## config.mk

```make
export PLATFORM = sky130hd
export DESIGN_NAME = base64_stream_encoder_core_flat
export DESIGN_NICKNAME = d
export VERILOG_FILES = /design/src/rtl/core/b64e_pkg.sv /design/src/rtl/core/b64e_if.sv /design/src/rtl/core/base64_stream_encoder_core.sv /design/src/rtl/core/b64e_front.sv /design/src/rtl/core/b64e_queue.sv /design/src/rtl/core/b64e_back.sv /design/src/flat_wrapper.sv
export SDC_FILE = /design/constraint.sdc
export NUM_CORES = 1
export LEC_CHECK = 0
export BUFFER_PORTS_ARGS = -buffer_cell sky130_fd_sc_hd__buf_2
export CAP_MARGIN = 20
export CELL_PAD_IN_SITES_DETAIL_PLACEMENT = 0
export CELL_PAD_IN_SITES_GLOBAL_PLACEMENT = 1
export CORE_ASPECT_RATIO = 1.75
export CORE_MARGIN = 2
export CORE_UTILIZATION = 38
export CTS_BUF_LIST = sky130_fd_sc_hd__clkbuf_16
export DETAILED_ROUTE_END_ITERATION = 16
export GPL_ROUTABILITY_DRIVEN = 0
export PLACE_DENSITY_LB_ADDON = 0.25
export SLEW_MARGIN = 10
export SYNTH_ARGS = -nofsm -noshare
export SYNTH_HDL_FRONTEND = slang
export SYNTH_SLANG_ARGS = --single-unit
```

## constraint.sdc

```tcl
create_clock -name clk -period 3.17 [get_ports clk]
set_input_delay 0.1585 -clock clk [delete_from_list [all_inputs] [get_ports clk]]
set_output_delay 0.1585 -clock clk [all_outputs]
set_load 0.02 [all_outputs]
```

## src/rtl/core/b64e_pkg.sv

```systemverilog
// b64e_pkg: types, constants and the alphabet function of the base64 stream encoder.
// Used by the front, queue and back stages and by the top level. No dependencies.
`timescale 1ns / 1ps
`default_nettype none

package b64e_pkg;

    localparam int QUEUE_DEPTH = 2;
    localparam logic [7:0] PAD_CHAR = 8'h3D;

    typedef enum logic [1:0] {
        PHASE_FIRST  = 2'd0,
        PHASE_SECOND = 2'd1,
        PHASE_THIRD  = 2'd2
    } phase_t;

    // one accepted byte turned into up to four output characters
    typedef struct packed {
        logic [1:0]      last_idx;
        logic            eot;
        logic [3:0]      pad;
        logic [3:0][5:0] sextet;
    } job_t;

    function automatic logic [7:0] sextet_char(input logic [5:0] v);
        logic [7:0] w;
        logic [7:0] ch;
        begin
            w = {2'b00, v};
            case (v) inside
                [6'd0:6'd25]:  ch = w + 8'd65;
                [6'd26:6'd51]: ch = w + 8'd71;
                [6'd52:6'd61]: ch = w - 8'd4;
                6'd62:         ch = 8'h2B;
                default:       ch = 8'h2F;
            endcase
            return ch;
        end
    endfunction

endpackage

`default_nettype wire

```

## src/rtl/core/b64e_if.sv

```systemverilog
// b64e_in_if / b64e_out_if: valid/ready channels of the base64 stream encoder.
// Byte words in, character words out. No dependencies.
`timescale 1ns / 1ps
`default_nettype none

interface b64e_in_if;
    logic       valid;
    logic       ready;
    logic [7:0] data_byte;
    logic       final_byte;

    modport source (output valid, output data_byte, output final_byte, input ready);
    modport sink   (input valid, input data_byte, input final_byte, output ready);
endinterface

interface b64e_out_if;
    logic       valid;
    logic       ready;
    logic [7:0] code_char;
    logic       end_of_text;

    modport source (output valid, output code_char, output end_of_text, input ready);
    modport sink   (input valid, input code_char, input end_of_text, output ready);
endinterface

`default_nettype wire

```

## src/rtl/core/base64_stream_encoder_core.sv

```systemverilog
// base64_stream_encoder_core: top level of the streaming base64 encoder.
// Depends on b64e_pkg, b64e_if, b64e_front, b64e_queue, b64e_back.
//
// Usage:
//   byte_stream  - sink channel, one source byte word per handshake;
//                  final_byte marks the last byte of a message.
//   char_stream  - source channel, one ASCII character word per handshake
//                  (standard alphabet or '=' pad); end_of_text marks the
//                  last character of a message.
//   Each byte yields one or two characters; the final byte yields two, three
//   or four. An accepted byte is written into the queue, and its first
//   character is then loaded into the output register. The output port sets
//   the rate: one character per cycle while the receiver is ready. Bytes are
//   taken every cycle while the two-job queue has room.
//   Reset clears the group phase, carried bits, queue and output valid flag;
//   the next byte starts a new message.
//   When the receiver stalls, the character word holds, the queue fills and
//   byte_stream.ready falls until room frees up.
`timescale 1ns / 1ps
`default_nettype none

module base64_stream_encoder_core (
    input  wire logic   clk,
    input  wire logic   rst_n,
    b64e_in_if.sink     byte_stream,
    b64e_out_if.source  char_stream
);

    b64e_pkg::job_t front_job;
    logic           front_valid;
    logic           front_ready;
    b64e_pkg::job_t head_job;
    logic           head_valid;
    logic           pop;

    b64e_front u_front (
        .clk         (clk),
        .rst_n       (rst_n),
        .byte_stream (byte_stream),
        .job         (front_job),
        .job_valid   (front_valid),
        .job_ready   (front_ready)
    );

    b64e_queue u_queue (
        .clk        (clk),
        .rst_n      (rst_n),
        .push_job   (front_job),
        .push_valid (front_valid),
        .push_ready (front_ready),
        .head_job   (head_job),
        .head_valid (head_valid),
        .pop        (pop)
    );

    b64e_back u_back (
        .clk         (clk),
        .rst_n       (rst_n),
        .head_job    (head_job),
        .head_valid  (head_valid),
        .pop         (pop),
        .char_stream (char_stream)
    );

endmodule

`default_nettype wire

```

## src/rtl/core/b64e_front.sv

```systemverilog
// b64e_front: accepts byte words, tracks group phase and carried bits, builds jobs.
// Depends on b64e_pkg and b64e_in_if.
`timescale 1ns / 1ps
`default_nettype none

module b64e_front (
    input  wire logic          clk,
    input  wire logic          rst_n,
    b64e_in_if.sink            byte_stream,
    output b64e_pkg::job_t     job,
    output logic               job_valid,
    input  wire logic          job_ready
);

    b64e_pkg::phase_t phase_reg, phase_next;
    logic [3:0]       carry_reg, carry_next;
    logic             accept;
    logic [7:0]       b;
    logic             fin;

    assign byte_stream.ready = job_ready;
    assign job_valid         = byte_stream.valid;
    assign accept            = byte_stream.valid && job_ready;
    assign b                 = byte_stream.data_byte;
    assign fin               = byte_stream.final_byte;

    always_comb
    begin
        job        = '0;
        phase_next = phase_reg;
        carry_next = carry_reg;
        case (phase_reg)
            b64e_pkg::PHASE_SECOND:
            begin
                job.sextet[0] = {carry_reg[1:0], b[7:4]};
                if (fin)
                begin
                    job.sextet[1] = {b[3:0], 2'b00};
                    job.pad[2]    = 1'b1;
                    job.last_idx  = 2'd2;
                    job.eot       = 1'b1;
                end
                phase_next = b64e_pkg::PHASE_THIRD;
                carry_next = b[3:0];
            end
            b64e_pkg::PHASE_THIRD:
            begin
                job.sextet[0] = {carry_reg, b[7:6]};
                job.sextet[1] = b[5:0];
                job.last_idx  = 2'd1;
                job.eot       = fin;
                phase_next    = b64e_pkg::PHASE_FIRST;
                carry_next    = 4'd0;
            end
            default:
            begin
                job.sextet[0] = b[7:2];
                if (fin)
                begin
                    job.sextet[1] = {b[1:0], 4'b0000};
                    job.pad[2]    = 1'b1;
                    job.pad[3]    = 1'b1;
                    job.last_idx  = 2'd3;
                    job.eot       = 1'b1;
                end
                phase_next = b64e_pkg::PHASE_SECOND;
                carry_next = {2'b00, b[1:0]};
            end
        endcase
        if (fin)
        begin
            phase_next = b64e_pkg::PHASE_FIRST;
            carry_next = 4'd0;
        end
    end

    always_ff @(posedge clk or negedge rst_n)
    begin
        if (!rst_n)
        begin
            phase_reg <= b64e_pkg::PHASE_FIRST;
            carry_reg <= 4'd0;
        end
        else if (accept)
        begin
            phase_reg <= phase_next;
            carry_reg <= carry_next;
        end
    end

`ifndef SYNTHESIS
    // carry only nonzero mid-group
    a_carry_clear: assert property (@(posedge clk) disable iff (!rst_n)
        (phase_reg == b64e_pkg::PHASE_FIRST) |-> (carry_reg == 4'd0))
        else $error("carry bits set at group start");
`endif

endmodule

`default_nettype wire

```

## src/rtl/core/b64e_queue.sv

```systemverilog
// b64e_queue: two-entry job queue between front and back stages.
// Depends on b64e_pkg.
`timescale 1ns / 1ps
`default_nettype none

module b64e_queue (
    input  wire logic            clk,
    input  wire logic            rst_n,
    input  wire b64e_pkg::job_t  push_job,
    input  wire logic            push_valid,
    output logic                 push_ready,
    output b64e_pkg::job_t       head_job,
    output logic                 head_valid,
    input  wire logic            pop
);

    b64e_pkg::job_t entry_reg [b64e_pkg::QUEUE_DEPTH];
    logic       wr_ptr_reg, wr_ptr_next;
    logic       rd_ptr_reg, rd_ptr_next;
    logic [1:0] count_reg, count_next;
    logic       push;
    logic       do_pop;

    assign push_ready = (count_reg != 2'(b64e_pkg::QUEUE_DEPTH));
    assign head_valid = (count_reg != 2'd0);
    assign head_job   = entry_reg[rd_ptr_reg];
    assign push       = push_valid && push_ready;
    assign do_pop     = pop && head_valid;

    always_comb
    begin
        wr_ptr_next = push ? ~wr_ptr_reg : wr_ptr_reg;
        rd_ptr_next = do_pop ? ~rd_ptr_reg : rd_ptr_reg;
        count_next  = count_reg + {1'b0, push} - {1'b0, do_pop};
    end

    always_ff @(posedge clk or negedge rst_n)
    begin
        if (!rst_n)
        begin
            wr_ptr_reg <= 1'b0;
            rd_ptr_reg <= 1'b0;
            count_reg  <= 2'd0;
        end
        else
        begin
            wr_ptr_reg <= wr_ptr_next;
            rd_ptr_reg <= rd_ptr_next;
            count_reg  <= count_next;
        end
    end

    always_ff @(posedge clk)
    begin
        if (push)
        begin
            entry_reg[wr_ptr_reg] <= push_job;
        end
    end

`ifndef SYNTHESIS
    a_count_range: assert property (@(posedge clk) disable iff (!rst_n)
        count_reg <= 2'(b64e_pkg::QUEUE_DEPTH))
        else $error("queue count overflow");
    a_ptr_count: assert property (@(posedge clk) disable iff (!rst_n)
        ((count_reg == 2'd0) || (count_reg == 2'(b64e_pkg::QUEUE_DEPTH)))
        |-> (wr_ptr_reg == rd_ptr_reg))
        else $error("queue pointers disagree with count");
`endif

endmodule

`default_nettype wire

```

## src/rtl/core/b64e_back.sv

```systemverilog
// b64e_back: walks the head job into the output register, one character a cycle unless stalled.
// Depends on b64e_pkg and b64e_out_if.
`timescale 1ns / 1ps
`default_nettype none

module b64e_back (
    input  wire logic            clk,
    input  wire logic            rst_n,
    input  wire b64e_pkg::job_t  head_job,
    input  wire logic            head_valid,
    output logic                 pop,
    b64e_out_if.source           char_stream
);

    logic [1:0] idx_reg, idx_next;
    logic       out_valid_reg, out_valid_next;
    logic [7:0] char_reg, char_next;
    logic       eot_reg, eot_next;
    logic       load;
    logic       at_last;

    assign load    = head_valid && (!out_valid_reg || char_stream.ready);
    assign at_last = (idx_reg == head_job.last_idx);
    assign pop     = load && at_last;

    always_comb
    begin
        idx_next       = idx_reg;
        out_valid_next = out_valid_reg;
        if (char_stream.ready)
        begin
            out_valid_next = 1'b0;
        end
        char_next = head_job.pad[idx_reg] ? b64e_pkg::PAD_CHAR
                                          : b64e_pkg::sextet_char(head_job.sextet[idx_reg]);
        eot_next  = head_job.eot && at_last;
        if (load)
        begin
            out_valid_next = 1'b1;
            idx_next       = at_last ? 2'd0 : idx_reg + 2'd1;
        end
    end

    always_ff @(posedge clk or negedge rst_n)
    begin
        if (!rst_n)
        begin
            idx_reg       <= 2'd0;
            out_valid_reg <= 1'b0;
        end
        else
        begin
            idx_reg       <= idx_next;
            out_valid_reg <= out_valid_next;
        end
    end

    always_ff @(posedge clk)
    begin
        if (load)
        begin
            char_reg <= char_next;
            eot_reg  <= eot_next;
        end
    end

    assign char_stream.valid       = out_valid_reg;
    assign char_stream.code_char   = char_reg;
    assign char_stream.end_of_text = eot_reg;

`ifndef SYNTHESIS
    a_mid_job_head: assert property (@(posedge clk) disable iff (!rst_n)
        (idx_reg != 2'd0) |-> head_valid)
        else $error("job index advanced with empty queue");
    a_idx_step: assert property (@(posedge clk) disable iff (!rst_n)
        (load && !at_last) |=> (idx_reg == $past(idx_reg) + 2'd1))
        else $error("character index did not advance");
`endif

endmodule

`default_nettype wire

```

## src/flat_wrapper.sv

```systemverilog
// flat-port wrapper written by rule: the top's interface ports become plain ports
module base64_stream_encoder_core_flat 
  (clk, rst_n, byte_stream_valid, byte_stream_data_byte, byte_stream_final_byte, byte_stream_ready, char_stream_valid, char_stream_code_char, char_stream_end_of_text, char_stream_ready);
  b64e_in_if byte_stream_i ();
  b64e_out_if char_stream_i ();
  input  wire logic clk;
  input  wire logic rst_n;
  input wire logic [$bits(byte_stream_i.valid)-1:0] byte_stream_valid;
  input wire logic [$bits(byte_stream_i.data_byte)-1:0] byte_stream_data_byte;
  input wire logic [$bits(byte_stream_i.final_byte)-1:0] byte_stream_final_byte;
  output wire logic [$bits(byte_stream_i.ready)-1:0] byte_stream_ready;
  output wire logic [$bits(char_stream_i.valid)-1:0] char_stream_valid;
  output wire logic [$bits(char_stream_i.code_char)-1:0] char_stream_code_char;
  output wire logic [$bits(char_stream_i.end_of_text)-1:0] char_stream_end_of_text;
  input wire logic [$bits(char_stream_i.ready)-1:0] char_stream_ready;
  assign byte_stream_i.valid = byte_stream_valid;
  assign byte_stream_i.data_byte = byte_stream_data_byte;
  assign byte_stream_i.final_byte = byte_stream_final_byte;
  assign byte_stream_ready = byte_stream_i.ready;
  assign char_stream_valid = char_stream_i.valid;
  assign char_stream_code_char = char_stream_i.code_char;
  assign char_stream_end_of_text = char_stream_i.end_of_text;
  assign char_stream_i.ready = char_stream_ready;
  base64_stream_encoder_core u_core (.clk(clk), .rst_n(rst_n), .byte_stream(byte_stream_i), .char_stream(char_stream_i));
endmodule
```

# Word-level counts from Yosys, hierarchy flattened
# Memory sizes are Yosys's and may differ from the RTL's.
# Cells that the tools add are included.
[op_classes]
n_eq_ne = 5
bitwise = 2
n_lt_le_gt_ge = 7
n_reduce_logical = 13
addsub = 6
n_mux = 26
[ops]
columns = ["cell", "n"]
rows = [
  ["8-bit two-way mux", 3],
  ["12-bit case mux with 2 select lines", 1],
  ["6-bit two-way mux", 3],
  ["6-bit by 7-bit adder with 8-bit output, second input constant", 2],
  ["6-bit binary-select mux with 2-bit select", 1],
  ["6-bit less-or-equal comparator, second input constant", 2],
  ["1-bit logical AND", 8],
  ["4-bit case mux with 2 select lines", 1],
  ["1-bit two-way mux", 7],
  ["6-bit by 3-bit subtractor with 7-bit output, second input constant", 1],
  ["6-bit == test, second input constant", 1],
  ["6-bit by 1-bit >= comparator with 1-bit output, second input constant", 1],
  ["6-bit by 5-bit >= comparator with 1-bit output, second input constant", 1],
  ["6-bit >= comparator, second input constant", 1],
  ["6-bit by 5-bit less-or-equal comparator with 1-bit output, second input constant", 1],
  ["3-bit two-way mux", 2],
  ["3-bit case mux with 2 select lines", 1],
  ["5-bit two-way mux", 1],
  ["2-bit two-way mux", 2],
  ["4-bit two-way mux", 1],
  ["2-bit case mux with 2 select lines", 1],
  ["2-bit nonzero test", 2],
  ["2-bit by 3-bit < comparator with 1-bit output, second input constant", 1],
  ["2-bit by 1-bit adder with 2-bit output", 1],
  ["12 further kinds", 13],
]
[totals]
ff_bits = 22
n_memories = 1
output_inout_bits = 11
ramBits = 34
inputBits = 13
word_cells = 69
[mem_list]
columns = ["memory", "words", "word_bits", "rd", "rd_ports_with_merged_regs", "wr", "line_no", "rtl"]
rows = [
  ["u_core.u_queue.entry_reg", 2, 17, 1, 0, 1, "b64e_queue.sv:17", "b64e_pkg::job_t entry_reg [b64e_pkg::QUEUE_DEPTH];"],
]

# Depth between registers and ports, before layout
# An unclocked memory read counts as a cell.
[depth]
depth_word = 8
depth_mapped = 11
ltp_nobuf = 9

# By module
# A second synthesis with hierarchy kept.
[unflattened]
cells_unflattened = 323
area_unflattened_um2 = 4339.2
[by_module_without_submodules]
columns = ["module", "area_each_um2", "seq_area_each_um2", "n_inst", "cells_per_inst"]
rows = [
  ["b64e_queue", 2469.9, 1961.9, 1, 114],
  ["b64e_back", 1191.1, 345.3, 1, 124],
  ["b64e_front", 678.2, 150.1, 1, 85],
]

# Worst setup path after synthesis
# OpenSTA, ideal clock, no wires.
[synth_timing]
path_kind = "reg-to-reg"
startpoint = "register u_core.u_queue.rd_ptr_reg"
endpoint = "register u_core.u_back.char_reg[3] (netlist: u_core.u_back.char_stream.code_char[3]), data pin"
path_slack_ns = 0.320
path_buffers = 2
arrival_time_ns = 2.693
stages_incl_launch_ff = 12
period_less_slack_ns = 2.850
required_time_ns = 3.013
setup_time_ns = 0.157
path_cell_list = "dfrtp_1 > buf_6 > mux4_2 > and2_1 > buf_6 > inv_1 > ha_1 > nor2b_1 > o211ai_1 > a21oi_1 > o21ai_1 > o221ai_2"
[synth_via]
elab_chain_cells = 8
word_cells_on_any_way = 20
classes_between = "add/sub (3); order compare (6); mux (7); reduce/logical (3); memory (1)"
[synth_rtl]
columns = ["item", "line_no", "rtl"]
rows = [
  ["start, declared", "b64e_queue.sv:19", "logic rd_ptr_reg, rd_ptr_next;"],
  ["start signal, assigned", "b64e_queue.sv:48", "rd_ptr_reg <= rd_ptr_next;"],
  ["memory read 2 x 17 bit *", "n/a", ""],
  ["6-bit binary-select mux with 2-bit select", "b64e_back.sv:35", ": b64e_pkg::sextet_char(head_job.sextet[idx_reg]);"],
  ["6-bit two-way mux (implied by the code)", "b64e_back.sv:35", ""],
  ["6-bit >= comparator (implied by the code) or 6-bit less-or-equal comparator (tied branches)", "b64e_back.sv:35", ""],
  ["1-bit logical AND (implied by the code)", "b64e_back.sv:35", ""],
  ["8-bit two-way mux (3 in series)", "b64e_pkg.sv:30", "case (v) inside"],
  ["end signal, assigned", "b64e_back.sv:62", "char_reg <= char_next;"],
  ["end, declared", "b64e_back.sv:17", "logic [7:0] char_reg, char_next;"],
]
# Mark *: on every way between the ends. The rest lies on a longest branch, timed or not. The select of a mux whose other input is x is not followed.
# A chain may end at the register's enable or synchronous reset.

# Worst setup path in the final report
[layout_timing]
startpoint = "register u_core.u_queue.rd_ptr_reg"
endpoint = "register u_core.u_back.char_reg[2] (netlist: u_core.u_back.char_stream.code_char[2]), data pin"
[layout_via]
elab_chain_cells = 8
word_cells_on_any_way = 22
classes_between = "add/sub (3); order compare (6); eq/ne (1); mux (8); reduce/logical (3); memory (1)"
[layout_rtl]
columns = ["item", "line_no"]
rows = [
  ["memory read 2 x 17 bit *", "n/a"],
  ["6-bit binary-select mux with 2-bit select", "b64e_back.sv:35"],
  ["6-bit two-way mux (implied by the code)", "b64e_back.sv:35"],
  ["6-bit >= comparator (implied by the code), or another cell as far along", "b64e_back.sv:35"],
  ["1-bit logical AND (implied by the code) or 3-bit two-way mux (tied branches)", "b64e_back.sv:35, b64e_pkg.sv:30"],
  ["8-bit two-way mux (3 in series)", "b64e_pkg.sv:30"],
]
# Marks and branches as above.

==> results.json <==
{
  "numCtsBuffers": 5,
  "syn_area_um2": 2950,
  "hold-path-endpoint": "u_core.u_back.char_stream.valid",
  "normalized_max_slew_margin_pct": 48.5,
  "startpoint_of_the_tightest_hold_check_path": "char_stream_ready",
  "critPathArrivalTime_ps": 2900,
  "first_global_vias": 2048,
  "synth-main-ff-cell": "edfxtp_1",
  "cpMaxStageDelayCell": "mux4_2",
  "fp.coreArea_um2": 7570,
  "setup.worst_path.class": "reg2reg",
  "design.final.nets": 297,
  "syn_inst": 243,
  "pin_count_of_the_biggest_net_entering_global_routing": 25,
  "detailroute.via_count": 1978,
  "post-cts-setup-buffer-count": 0,
  "grt_max_usage_layer": "met2",
  "number_of_max_slew_violations_in_the_final_report": 0,
  "detailed_place_hpwl_um": 4790,
  "holdPathStages": 3,
  "synthesis.yosys.warnings": 0,
  "detail-route-antenna-nets": 0,
  "r2r-end": "u_core.u_back.char_stream.code_char[2]",
  "period_share_pct": 90.6,
  "die_h_um": 121,
  "finalWorstSetupSlack_ps": 298,
  "cell_count_after_placement": 350,
  "run_status": "finished, final reports clean",
  "power_density_nw_per_um2": 1190,
  "dr.first_iter.drc_count": 72,
  "largest_incremental_delay_on_the_critical_path_ps": 550,
  "critical_path.startpoint_type": "register",
  "rows": 42,
  "wirelength_um": 6020,
  "synth-async-reset-ratio_pct": 23.2,
  "timing.clock.skew_ps": 5.54,
  "post_synth.cell_area_avg_um2": 12.1,
  "global_route.usage.met2_pct": 27.7,
  "netlist_top_cells_area": "edfxtp_1, dfrtp_1, ha_1",
  "global_route.usage.total_pct": 15.3,
  "insertedDiodeCount": 0,
  "crit_path_max_fanout": 9,
  "synth.largest_area_cell": "edfxtp_1",
  "ff2ff_setup_slack_ps": 300,
  "post_synth_most_frequent_cells": "edfxtp_1, nand2_1, o21ai_0",
  "avgViaCountPerCell": 5.51,
  "clkTransAtPathRegs_ps": 70,
  "worst_hold_path_type": "in2reg",
  "final_layout_size_suffix_gt1_share_pct": 20.3,
  "drt_pre_antenna_iters": 4,
  "cap_viol_max_count": 0,
  "port-buffer-count": 23,
  "grt_antenna_before_repair": 0,
  "critical_path.startpoint": "u_core.u_queue.rd_ptr_reg",
  "clock.fmax_mhz": 348,
  "global_route_wire_length_before_repair_um": 9800,
  "synth.distinct_cells": 52,
  "met3_usage_in_global_routing_pct": 2.42,
  "synth_sequential_area_ratio_pct": 54.8,
  "worst_slew_pin_slew_ps": 772,
  "grt_overflow": 0,
  "cts-htree-levels": 2,
  "finalSetupViolCount": 0,
  "r2r_cells": 10,
  "grt_setup_unrepaired": "no",
  "tritoncts": "yes",
  "timing.setup.tns_ps": 0,
  "synth_edf_count": 43,
  "cts_num_sinks": 56,
  "fin_crit_ps": 2870,
  "initial_utilization_pct": 39.0,
  "synth.most_common_cell": "edfxtp_1",
  "peakVddDrop_uv": 647,
  "worstSetupEndpointType": "register",
  "placement.setup.worst_slack_ps": 240,
  "final_cells": 359,
  "synth_nets": 270,
  "num_io_pins": 24,
  "largest_reg_flops": 34,
  "synth_top_area_share_pct": 43.8,
  "chipWidth_um": 70.6,
  "synth_seq_cells": 56,
  "globalRouteMet1Util_pct": 14.0,
  "r2r-start": "u_core.u_queue.rd_ptr_reg",
  "detail_route.drc_violations": 0,
  "worstPathRequired_ps": 3200,
  "root_buffer": "clkbuf_16",
  "path_cells": "mux4_2 > and2_1 > inv_1 > ha_1 > nor2b_1 > o211ai_1 > a21oi_1 > buf_4 > a21o_1 > o21ai_0",
  "route.detailed.wl_per_inst_um": 16.8,
  "final-hold-violation-count": 0,
  "die_area_um2": 8510,
  "longest_clk_path_bufs": 2,
  "clock_latency_ps": 290,
  "layout-area-overhead-vs-synth_pct": 12.6,
  "power_leakage_nw": 1.29
}
-- layer usage --
| metal | routed length (um) | share of wire [%] |
|---|---|---|
| met4 | 523 | 8.7 |
| met2 | 3300 | 55 |
| met3 | 160 | 2.7 |
| met1 | 2040 | 34 |
| met5 | 0 | 0 |
-- kinds of logic after synthesis --
| group | count (synthesis) | synth area share (%) |
|---|---|---|
| AND/OR/NAND/NOR | 71 | 12.0 |
| AO/OA/AOI/OAI | 60 | 14.2 |
| flip-flops | 56 | 54.8 |
| buffers and inverters | 21 | 3.23 |
| adder cells (fa/ha/maj) | 14 | 5.94 |
| multiplexers | 11 | 6.88 |
| XOR/XNOR | 10 | 2.97 |
-- what timing repair did --
action / 4_1_cts / 5_1_grt
endpoints found under the hold margin: 13 / 0
endpoints found under the setup margin: 0 / 1
gates resized for setup: 0 / 1
hold buffers: 1 / 0
-- layout by cell type (no fill, tap or decap), types with 4 or more instances in the layout --
cell,instances
nor2b_1,5
buf_4,7
and2_1,4
inv_1,11
nor2_1,10
a21oi_1,4
nand2_1,30
ha_1,14
a22o_1,4
buf_2,23
o21ai_0,21
nand2b_1,4
xnor2_1,7
a22oi_1,7
dfrtp_1,12
clkbuf_16,5
edfxtp_1,43
mux4_2,6
-- critical path, delay by kind of cell, from the launching register on --
family                   cells  cell delay [ps]
multiplexers                 1              550
adder cells (fa/ha/maj)      1              180
buffers and inverters        2              300
AO/OA/AOI/OAI                4              540
AND/OR/NAND/NOR              2              590
flip-flops                   1              460
-- stage by stage --
stage                     hold slack, ps  utilization, %  cell area (um^2)  power (mW)
final                                130            43.9              3320        3.97
after detailed placement            77.5            41.9              3170        3.45
after CTS                            121            43.9              3320        3.99
after global routing                 138            43.9              3320        4.25
after floorplan                     -137               -              2950        2.87
after global placement              75.3            41.9              3170        3.45
-- power by group --
group | internal (mW) | total [mW] | switching (mW)
sequential | 1.18 | 1.31 | 0.128
clock | 0.288 | 0.522 | 0.233
combinational | 0.834 | 2.13 | 1.30
-- layout make-up --
type,count,area (um^2)
Clock buffer,5,125
Clock inverter,3,16.3
Fill cell,753,4250
Inverter,10,37.5
Multi-Input combinational cell,166,1240
Sequential cell,56,1620
Tap cell,88,110
Timing Repair Buffer,31,178
-- how the worst max path moves through the flow --
stage | slack (ps) | endpoint
floorplan | 320 | u_core.u_back.char_stream.code_char[3]
global placement | 270 | u_core.u_back.char_stream.code_char[5]
detailed placement | 240 | u_core.u_back.char_stream.code_char[5]
CTS | 220 | u_core.u_back.char_stream.code_char[5]
global route | 110 | u_core.u_back.char_stream.code_char[2]
finish | 300 | u_core.u_back.char_stream.code_char[2]
No activity file was read; power rests on OpenSTA's default activity.
